===== config.mk =====
export PLATFORM = sky130hd
export DESIGN_NAME = tkck_cell
export DESIGN_NICKNAME = d
export VERILOG_FILES = /design/src/design/tkck_pkg.sv /design/src/design/tkck_cell.sv
export VERILOG_INCLUDE_DIRS = /design/src /design/src/design
export SDC_FILE = /design/constraint.sdc
export NUM_CORES = 1
export LEC_CHECK = 0
export BUFFER_PORTS_ARGS = -buffer_cell sky130_fd_sc_hd__buf_2
export CAP_MARGIN = 10
export CORE_AREA = 2 2 282 284
export CTS_BUF_LIST = sky130_fd_sc_hd__clkbuf_8 sky130_fd_sc_hd__clkbuf_16
export DETAILED_ROUTE_END_ITERATION = 16
export DIE_AREA = 0 0 284 286
export GPL_ROUTABILITY_DRIVEN = 0
export PLACE_DENSITY = 0.53
export SYNTH_ARGS = -nofsm -noshare
export SYNTH_HDL_FRONTEND = slang
export SYNTH_SLANG_ARGS = --single-unit

===== constraint.sdc =====
create_clock -name clk -period 36.8 [get_ports clk]
set_input_delay 3.68 -clock clk [delete_from_list [all_inputs] [get_ports clk]]
set_output_delay 3.68 -clock clk [all_outputs]
set_load 0.01 [all_outputs]

===== src/design/assert_macros.svh =====
// Assertion macros shared by the contact keeper RTL.
// Depends on nothing; users must have clk and rst_n in scope.
`ifndef ASSERT_MACROS_SVH
`define ASSERT_MACROS_SVH

// Expression must hold at every clock edge out of reset.
`define KEEP_ASSERT(lbl, expr, msg) \
    lbl: assert property (@(posedge clk) disable iff (!rst_n) (expr)) else $error(msg);

// Consequent must hold in the cycle after the antecedent.
`define KEEP_ASSERT_NEXT(lbl, ante, cons, msg) \
    lbl: assert property (@(posedge clk) disable iff (!rst_n) (ante) |=> (cons)) else $error(msg);

`endif


===== src/design/tkck_pkg.sv =====
// Types, codes and the key compare for the top-k contact keeper.
// No dependencies.
package tkck_pkg;

    localparam int CAPACITY_DEFAULT = 16;
    localparam int IDX_W            = 4;
    localparam int ENTRY_COUNT_W    = 5;
    localparam int DROP_W           = 32;

    localparam logic [1:0] MODE_INSERT = 2'd0;
    localparam logic [1:0] MODE_CLEAR  = 2'd1;
    localparam logic [1:0] MODE_READ   = 2'd2;

    typedef struct packed {
        logic [1:0]       mode;
        logic [16:0]      time_fraction;
        logic [63:0]      first_owner;
        logic [31:0]      first_shape;
        logic [63:0]      second_owner;
        logic [31:0]      second_shape;
        logic [15:0]      first_slot;
        logic [15:0]      second_slot;
        logic [IDX_W-1:0] read_index;
    } contact_t;

    typedef struct packed {
        logic [ENTRY_COUNT_W-1:0] entry_count;
        logic [DROP_W-1:0]        drop_count;
        logic                     accepted;
        logic                     entry_valid;
        logic [16:0]              out_fraction;
        logic [63:0]              out_first_owner;
        logic [31:0]              out_first_shape;
        logic [63:0]              out_second_owner;
        logic [31:0]              out_second_shape;
        logic [15:0]              out_first_slot;
        logic [15:0]              out_second_slot;
    } result_t;

    // Field order is the sort key order, most significant first.
    typedef struct packed {
        logic [16:0] time_fraction;
        logic [63:0] first_owner;
        logic [31:0] first_shape;
        logic [63:0] second_owner;
        logic [31:0] second_shape;
        logic [15:0] first_slot;
        logic [15:0] second_slot;
    } entry_t;

    // Handed from each cell to the next one up.
    typedef struct packed {
        logic   displace; // new contact goes at or below this cell
        entry_t entry;
    } link_t;

    typedef struct packed {
        logic load;       // insert beat this cycle
        logic vacant;     // cell is at or past the fill count
    } cell_ctrl_t;

    // Strict lexicographic order; packed layout makes it one unsigned compare.
    function automatic logic key_before(input entry_t a, input entry_t b);
        return a < b;
    endfunction

endpackage


===== src/design/tkck_cell.sv =====
// One slot of the sorted contact chain: entry register and key compare.
// Depends on tkck_pkg and assert_macros.svh.
`include "assert_macros.svh"

module tkck_cell (
    input  logic                  clk,
    input  logic                  rst_n,
    input  tkck_pkg::cell_ctrl_t  ctrl,
    input  tkck_pkg::entry_t      newc,
    input  tkck_pkg::link_t       left,
    output tkck_pkg::link_t       link
);

    tkck_pkg::entry_t entry_reg;
    tkck_pkg::entry_t entry_next;
    logic             displace;

    assign displace      = ctrl.vacant || tkck_pkg::key_before(newc, entry_reg);
    assign link.displace = displace;
    assign link.entry    = entry_reg;

    // Shift up from the neighbor, or take the new contact at the boundary.
    always_comb
    begin
        entry_next = entry_reg;
        if (ctrl.load && displace)
        begin
            entry_next = left.displace ? left.entry : newc;
        end
    end

    always_ff @(posedge clk)
    begin
        entry_reg <= entry_next;
    end

    // the neighbor below only shifts in when this cell is also displaced
    `KEEP_ASSERT(a_monotone, !(left.displace && !displace), "insert boundary not monotone")
    `KEEP_ASSERT_NEXT(a_hold, !ctrl.load, entry_reg === $past(entry_reg), "cell changed w/o insert")

endmodule


==> reports/summary.txt, run 1 <==
Worst Path Required - 33120 ps
Initial Util - 20.61%
Gr ovfl total - 0
Die Y - 286 um
Clock net sink count - 241
Switching share of power - 29.08%
Post_cts resized - 0
Worst IR Drop VDD - 0.03242 mV
Post-DP HPWL - 48720 um
Fmax achieved - 0.09367 GHz
CTS tree - yes
Yosys cell types - 42
Synth Net Count - 2108
Worst slew pin tran - 1057 ps
Status - finished, final reports clean
Die width - 284 um
Worst hold path class - reg -> reg
Total track usage - 13.76%
Fin. max-slew vios - 0
Max-cap violation count - 0
Clock skew - 20.79 ps
Drt pass-1 iters - 5
Seq/Total Area, Yosys - 44.82%
Leakage - 10.63 nW
Synth Warn # - 0
R2R setup slack - 31490 ps
Reg clk slew, reported paths - 60 ps
Syn Inst Count - 1381
RSZ-0062 raised after global routing - no
Crit path launch type - input port
Vias post-DR - 13240
Residual DRC count - 0
Clock root buffer - clkbuf_16
Max FFs per register - 241
PwrDens - 37.67 mW/mm2
R2R cell count - 12
Core area - 0.07836 mm2
Final setup viols - 0
Combinational power share - 22.7%
DR vias/cell - 4.143
Vias in the first global route - 13630
Syn Area/Cell - 11.69 um2
EDFF count, synth - 241
Wirelength per Cell - 18.30 um
Post-CTS Setup Repair Bufs - 0
Layout cells sized above 1 - 47.85%
Clk buf depth - 3
Largest net degree at the start of global routing - 136
Post-route minimum period - 10680 ps
Cell Area, Synth - 0.01615 mm2
Asr flop ratio synth - 0%
Drt total wl - 58490 um
CTS Buf Count - 31
Crit end category - primary output
Final Hold Viols - 0
Worst skew pair latency - 600 ps
First-pass GRT wire length - 84680 um
Sequential share of power - 41.3%
Worst slack, placed - 25750 ps
PnR worst setup slack - 26120 ps
Drt initial violations - 430
# H-tree levels - 1
Yosys top cell area share - 44.82%
Initial antenna violation count - 7
Clock power share - 36.0%
Area growth syn-to-layout - 36.53%
Top cells by area, synth - edfxtp_1, ha_1, mux2_2, inv_1, a21oi_1
Crit Path Max Fanout - 3
Die Footprint - 0.08122 mm2
Post-CTS Hold Buffers - 0
Worst Path Arrival - 7000 ps
Synth Flop Type - edfxtp_1
Setup TNS - 0 ps
Cell Int Power - 0.0005888 W
Tcrit/Tclk final - 29.01%
Layout Nets - 2847
Row count - 103
Most instantiated library cell after synthesis - inv_1
Worst hold stages - 9
I/O pins - 729
#FFs+latches synth - 241
Port Buf Inserts - 727
Antenna violation net count after detailed routing - 0
Most frequent cells after synthesis - inv_1, edfxtp_1, mux2_2, ha_1, a21oi_1
Slew Limit Headroom - 29.53%
Crit path kind - in -> out
Yosys top cell by area - edfxtp_1
P_sw - 0.0002415 W
[power by group through the flow]
stage	Clock (W)	Sequential (W)	Combinational (W)
finish	0.000299	0.000343	0.000189
global route	0.000318	0.000346	0.000212
CTS	0.000309	0.000343	0.000193
detailed placement	0	0.000349	0.000192
global placement	0	0.000348	0.000191
floorplan	0	0.000369	0.0000896
[stage by stage]
step	total power, W	cells	hold WS, ps	instance area (um2)	utilization (%)
global placement	0.0005393	3137	1660	21070	26.90
global route	0.0008762	3195	1790	22040	28.13
finish	0.0008303	3196	1636	22040	28.13
detailed placement	0.0005406	3137	1663	21070	26.90
floorplan	0.0004590	1381	3900	16150	-
CTS	0.0008450	3192	1680	22030	28.12
[kinds of logic after synthesis]
| kind of cell | share of synthesized area (%) |
|---|---|
| buffers and inverters | 6.417 |
| multiplexers | 16.81 |
| flip-flops | 44.82 |
| adder cells (fa/ha/maj) | 18.60 |
| AO/OA/AOI/OAI | 7.463 |
| AND/OR/NAND/NOR | 5.890 |
[per-layer routing]
metal,vias up,global-route usage [%],part of all wire (%)
met4,6,3.737,2.8
met1,6098,15.74,39
li1,6565,-,-
met5,-,0,0.075
met2,492,24.90,50
met3,80,3.987,7.9
[placed cells by master, fill, tap and decap left out, drive strengths merged, types with 2 or more instances in the layout]
cell,n
diode,4
inv,254
clkbuf,31
o211ai,4
mux2,241
a211oi,5
a221oi,8
nand4b,2
or2,2
edfxtp,241
bufinv,3
a211o,2
a22oi,2
nand4,48
nand3,20
nor4,12
ha,240
a21o,33
a2111o,2
nor2,22
o21ai,34
o21a,2
nand2b,3
a21oi,94
buf,734
nand2,61
nor2b,2
a2111oi,3
nor3,9
a221o,2
clkinv,14
o31ai,2
and4,2
[worst max-delay path: stages]
cell and delay [ps]:
buf_2 110, ha_1 310, nand4_1 220, nor4_1 930, nand2_1 500, nor4_2 520, nand2_1 150, o31ai_2 330
nor2_1 80, buf_2 160
[final cells by class]
class	instances	area, um2
fillers	8417	56310
flip-flops and latches	241	7237
clock inverters	24	183.9
inverters	247	927.1
diodes	4	10.01
clock buffers	31	775.7
multi-input cells	865	7883
repair buffers	734	3714
well taps	1050	1314
[worst paths after layout]
path | startpoint | to
setup / recovery | newc[167] | link[241]
hold / removal | link[72] | link[93]
setup reg to reg | link[148] | link[114]
hold reg to reg | link[72] | link[93]
(Power assumes the default switching activity.)
==> run 2: changes to the inputs <==
Settings changed: PLACE_DENSITY 0.53 to 0.54.
Clock period 36.8 ns to 9 ns, I/O delays scaled along.
==> run 2 against run 1 <==
Net effect:
- critical path depth did not move
- setup slack got worse by 22000 ps
- power rose to 4.0 times the previous value
- clock-buffer cell count did not move
- first-iteration DRC count rose by 7.7%
- worst hold slack got worse by 1000 ps
- register-to-register slack got worse by 27000 ps
- global-route usage fell by 0.30 points
- utilization barely moved
- non-clock buffer count fell by 2
- routed wire length fell by 1.9%
- sequential cell count did not move
- highest routed layer unchanged
==> reports/summary.txt, run 2 (same netlist as run 1, synthesis figures left out) <==
Crit path kind - reg -> out (was in -> out)
Post-CTS Hold Buffers - 0 (unchanged)
Slew Limit Headroom - 9.023% (was 29.53%)
Die Y - 286 um (unchanged)
Residual DRC count - 0 (unchanged)
Switching share of power - 29.32% (was 29.08%)
Antenna violation net count after detailed routing - 0 (unchanged)
Crit end category - primary output (unchanged)
Worst hold slack - 611.1 ps (was 1636 ps)
Setup TNS - 0 ps (unchanged)
First-pass GRT wire length - 83520 um (was 84680 um)
Drt pass-1 iters - 5 (unchanged)
Sequential Area - 0.007237 mm2 (unchanged)
Wirelength per Cell - 17.93 um (was 18.30 um)
Max FFs per register - 241 (unchanged)
Final setup viols - 0 (unchanged)
Worst Path Arrival - 3940 ps (was 7000 ps)
P_sw - 0.0009758 W (was 0.0002415 W)
Post-DP HPWL - 47350 um (was 48720 um)
Fmax achieved - 0.2066 GHz
Area growth syn-to-layout - 36.44% (was 36.53%)
Crit Path Max Fanout - 3 (unchanged)
CP max stage delay - 890 ps (was 930 ps)
RSZ-0062 raised after global routing - no (unchanged)
Crit path launch type - flip-flop (was input port)
Multi-input gate area - 0.007889 mm2 (was 0.007883 mm2)
Most frequent cells in the layout - buf_2, inv_1, mux2_2, edfxtp_1, ha_1 (unchanged)
Slowest-stage cell, CP - a2111oi_0 (was nor4_1)
Initial Util - 20.61% (unchanged)
Pwr Total - 0.003328 W (was 0.0008303 W)
Filler cells - 8392 (was 8417)
Die Footprint - 0.08122 mm2 (unchanged)
I/O pins - 729 (unchanged)
Most common cell after layout, fill and taps aside - buf_2 (unchanged)
Post-route minimum period - 4839 ps
# H-tree levels - 1 (unchanged)
Clock net sink count - 241 (unchanged)
Top cell by count, worst path - o31ai_2
Layout Nets - 2845 (was 2847)
Total track usage - 13.46% (was 13.76%)
Vias post-DR - 13230 (was 13240)
Post_cts resized - 0 (unchanged)
Largest net degree at the start of global routing - 155 (was 136)
Layout cells sized above 1 - 47.67% (was 47.85%)
Initial antenna violation count - 13 (was 7)
PwrDens - 151.1 mW/mm2 (was 37.67 mW/mm2)
Port Buf Inserts - 727 (unchanged)
Core area - 0.07836 mm2 (unchanged)
Critical path buffers and inverters - 2 (unchanged)
Post-CTS Setup Repair Bufs - 0 (unchanged)
Row count - 103 (unchanged)
Worst IR Drop VDD - 0.1432 mV (was 0.03242 mV)
Combinational power share - 23.0% (was 22.7%)
Clk buf depth - 3 (unchanged)
Fin. max-slew vios - 0 (unchanged)
Critical path, cell by cell - inv_1, ha_1, and4_1, a221oi_1, a211o_1, a2111oi_0, o31ai_2, o31ai_2, nor2_1, buf_2 (was buf_2, ha_1, nand4_1, nor4_1, nand2_1, nor4_2, nand2_1, o31ai_2, nor2_1, buf_2)
DR vias/cell - 4.136 (was 4.143)
Reg clk slew, reported paths - 60 ps (about the same)
Leakage - 10.59 nW (was 10.63 nW)
Post-route cell area - 0.02203 mm2 (was 0.02204 mm2)
Sequential share of power - 42.1% (was 41.3%)
Cell Int Power - 0.002352 W (was 0.0005888 W)
Clock skew - 18.58 ps (was 20.79 ps)
Worst Path Required - 8100 ps (was 33120 ps)
Worst slew pin tran - 1365 ps (was 1057 ps)
Worst skew pair latency - 590 ps (was 600 ps)
Die width - 284 um (unchanged)
Status - finished, final reports clean (unchanged)
Clock root buffer - clkbuf_16 (unchanged)
Crit path max-delay family - compound AO/OA/AOI/OAI gates (was simple AND/OR/NAND/NOR gates)
CTS Buf Count - 31 (unchanged)
Clock power share - 34.9% (was 36.0%)
CTS tree - yes (unchanged)
Drt initial violations - 463 (was 430)
Tcrit/Tclk final - 53.77%
Vias in the first global route - 13570 (was 13630)
Worst hold path class - in -> reg (was reg -> reg)
Max-cap violation count - 0 (unchanged)
Drt total wl - 57380 um (was 58490 um)
Post-DP Area - 0.02109 mm2 (was 0.02107 mm2)
Final Hold Viols - 0 (unchanged)
Gr ovfl total - 0 (unchanged)
## run 2: cell count changes in the layout (fill, tap and decap cells not counted), sizes merged
cell | before | now
diode | 4 | 8
buf | 734 | 732
clkinv | 14 | 23
bufinv | 3 | 1
inv | 254 | 249
## run 2: layer usage
| metal | vias up | part of all wire, % | GRT usage, % |
|---|---|---|---|
| li1 | 6580 | - | - |
| met1 | 6102 | 40 | 15.63 |
| met2 | 464 | 50 | 24.06 |
| met3 | 82 | 7.2 | 3.477 |
| met4 | 6 | 2.8 | 4.408 |
| met5 | - | 0.063 | 0 |
## run 2: worst reg2reg max path, stage by stage (launching register included)
cell and delay [ps]:
edfxtp_1 390, inv_1 70, ha_1 220, a2111oi_0 730, nand4b_1 220, a211o_1 150
a2111oi_0 190, o31ai_2 660, o31ai_2 180, nor3_4 810, buf_12 430
## run 2: final timing paths
path / from / slack (ps) / cells past startpoint / endpoint
min: left[100] / 610 / 2 / link[100]
min reg2reg: link[80] / 1390 / 8 / link[234]
max reg2reg: link[1] / 4240 / 10 / link[168]
max: link[7] / 4160 / 10 / link[241]
## run 2: final cells by class
type / count / share of cell area [%]
Clock buffer: 31 / 3.522
Antenna cell: 8 / 0.09088
Timing Repair Buffer: 732 / 16.90
Tap cell: 1050 / 5.964
Clock inverter: 26 / 0.6475
Sequential cell: 241 / 32.85
Inverter: 247 / 4.209
Multi-Input combinational cell: 865 / 35.81
## run 2: power by group through the flow
stage          logic [W]  clock network, W  registers, W
3_5_place_dp    0.000776                 0       0.00142
6_report        0.000764           0.00116       0.00140
4_1_cts         0.000781           0.00121       0.00140
5_1_grt         0.000860           0.00125       0.00141
2_1_floorplan   0.000367                 0       0.00148
3_3_place_gp    0.000774                 0       0.00142
## run 2: stage by stage
| stage | std cells | setup slack (ps) | utilization, % |
|---|---|---|---|
| floorplan | 1381 | 253.4 | - |
| global placement | 3135 | 3273 | 26.92 |
| detailed placement | 3135 | 3289 | 26.92 |
| CTS | 3192 | 3903 | 28.09 |
| global route | 3199 | 3847 | 28.11 |
| finish | 3200 | 4161 | 28.11 |
==> run 3: changes to the inputs <==
Settings changed: PLACE_DENSITY 0.54 to 0.53.
Clock period 9 ns to 5 ns, I/O delays scaled along.
==> run 3 against run 2 <==
Net effect:
- critical path depth up 1
- combinational power is 87% higher
- global-route usage grew 0.30 points
- clock-buffer cell count is the same
- critical path type unchanged
- largest cell class unchanged
==> reports/summary.txt, run 3 (same netlist as run 1, synthesis figures left out) <==
Worst hold path class - in -> reg (unchanged)
Reg2reg end - link[193] (was link[168])
Tcrit/Tclk final - 83.86%
I/O pins - 729 (unchanged)
Worst slew pin tran - 797.8 ps (was 1365 ps)
Vias in the first global route - 13700 (was 13570)
Vias post-DR - 13350 (was 13230)
Leakage - 10.74 nW (was 10.59 nW)
Max FFs per register - 241 (unchanged)
Worst IR Drop VDD - 0.2297 mV (was 0.1432 mV)
Critical path destination - link[241] (unchanged)
Post_cts resized - 0 (unchanged)
PnR worst setup slack - 806.9 ps (was 4161 ps)
Worst hold slack - 205.6 ps (was 611.1 ps)
Crit path launch type - flip-flop (unchanged)
Worst skew pair latency - 590 ps (about the same)
Residual DRC count - 0 (unchanged)
Post-CTS Hold Buffers - 0 (unchanged)
Slew Limit Headroom - 46.81% (was 9.023%)
Combinational power share - 23.5% (was 23.0%)
Die width - 284 um (unchanged)
Port Buf Inserts - 727 (unchanged)
Most common cell after layout, fill and taps aside - buf_2 (unchanged)
Reg-to-reg startpoint - link[96] (was link[1])
Clock root buffer - clkbuf_16 (unchanged)
Area growth syn-to-layout - 38.75% (was 36.44%)
Die Y - 286 um (unchanged)
Drt total wl - 58960 um (was 57380 um)
Fin util - 28.59% (was 28.11%)
Reg clk slew, reported paths - 60 ps (about the same)
Crit path launch - link[96] (was link[7])
Worst Path Required - 4500 ps (was 8100 ps)
Max-cap violation count - 0 (unchanged)
Die Footprint - 0.08122 mm2 (unchanged)
Non-filler instance count after layout - 3215 (was 3200)
Post-CTS Setup Repair Bufs - 0 (unchanged)
Drt initial violations - 459 (was 463)
R2R cell count - 12 (was 10)
Initial Util - 20.61% (unchanged)
DR vias/cell - 4.151 (was 4.136)
Gr ovfl total - 0 (unchanged)
CTS tree - yes (unchanged)
Fin. max-slew vios - 0 (unchanged)
Post-Place Cells - 3155 (was 3135)
Row count - 103 (unchanged)
RSZ-0062 raised after global routing - no (unchanged)
Clock net sink count - 241 (unchanged)
Final Hold Viols - 0 (unchanged)
Cell Int Power - 0.004312 W (was 0.002352 W)
Worst hold stages - 2 (unchanged)
Crit end category - primary output (unchanged)
CTS Buf Count - 30 (was 31)
Drt pass-1 iters - 5 (unchanged)
P_sw - 0.001793 W (was 0.0009758 W)
Worst slack, placed - 1068 ps (was 3289 ps)
First-pass GRT wire length - 84730 um (was 83520 um)
Switching share of power - 29.37% (was 29.32%)
Status - finished, final reports clean (unchanged)
Clock power share - 35.1% (was 34.9%)
Layout Nets - 2864 (was 2845)
Initial antenna violation count - 8 (was 13)
Core area - 0.07836 mm2 (unchanged)
R2R setup slack - 1370 ps (was 4240 ps)
# H-tree levels - 1 (unchanged)
Fmax achieved - 0.2385 GHz
Post-DP HPWL - 49590 um (was 47350 um)
Crit path kind - reg -> out (unchanged)
Most frequent cells in the layout - buf_2, inv_1, mux2_2, edfxtp_1, ha_1 (unchanged)
Antenna violation net count after detailed routing - 0 (unchanged)
Largest net degree at the start of global routing - 93 (was 155)
Worst Path Arrival - 3690 ps (was 3940 ps)
Total track usage - 13.77% (was 13.46%)
Sequential share of power - 41.4% (was 42.1%)
PwrDens - 272.5 mW/mm2 (was 151.1 mW/mm2)
Post-route minimum period - 4193 ps
Crit Path Max Fanout - 3 (unchanged)
Wirelength per Cell - 18.34 um (was 17.93 um)
Final setup viols - 0 (unchanged)
Clk buf depth - 3 (unchanged)
Layout cells sized above 1 - 48.63% (was 47.67%)
Clock skew - 13.52 ps (was 18.58 ps)
-- run 3: critical path, cell delays in order (launching register included) --
cell and delay, ps:
edfxtp_1 340, inv_1 50, ha_1 370, nand4_1 330, nor4_1 650, a221oi_1 170
o211ai_1 130, a21oi_1 150, o221a_2 340, o21ai_2 300, nor2_1 90, buf_2 170
-- run 3: how the worst min path moves through the flow --
stage / from / endpoint / slack [ps]
after CTS: left[170] / link[170] / 150
final: left[170] / link[170] / 210
after detailed placement: left[164] / link[164] / 800
after floorplan: newc[238] / link[238] / 720
after global routing: left[138] / link[138] / 170
after global placement: left[63] / link[63] / 800
-- run 3: routing by layer --
metal / wire length (um) / vias up / track usage, % / part of all wire (%)
li1: - / 6595 / - / -
met1: 23310 / 6187 / 15.67 / 40
met2: 29630 / 481 / 24.88 / 50
met3: 4059 / 81 / 3.604 / 6.9
met4: 1960 / 2 / 4.645 / 3.3
met5: 8 / - / 0 / 0.014
-- run 3: area by class of cell --
class / instances / area (um2)
Timing Repair Buffer: 752 / 3999
Clock inverter: 23 / 150.1
Sequential cell: 241 / 7237
Inverter: 247 / 927.1
Fill cell: 8374 / 55950
Tap cell: 1050 / 1314
Antenna cell: 6 / 15.01
Clock buffer: 31 / 775.7
Multi-Input combinational cell: 865 / 7984
-- run 3: power groups by stage --
stage / combinational, W / clock, W / sequential [W]
2_1_floorplan: 0.000669 / 0 / 0.00266
3_3_place_gp: 0.00145 / 0 / 0.00257
3_5_place_dp: 0.00145 / 0 / 0.00257
4_1_cts: 0.00146 / 0.00222 / 0.00253
5_1_grt: 0.00161 / 0.00227 / 0.00255
6_report: 0.00143 / 0.00214 / 0.00253
-- run 3: per-stage QoR --
stage	cell area (um2)	setup TNS [ps]	total power [W]
after floorplan	16260	-745720	0.003329
after global placement	21460	0	0.004014
after detailed placement	21460	0	0.004023
after CTS	22390	0	0.006215
after global routing	22400	0	0.006428
final	22400	0	0.006105
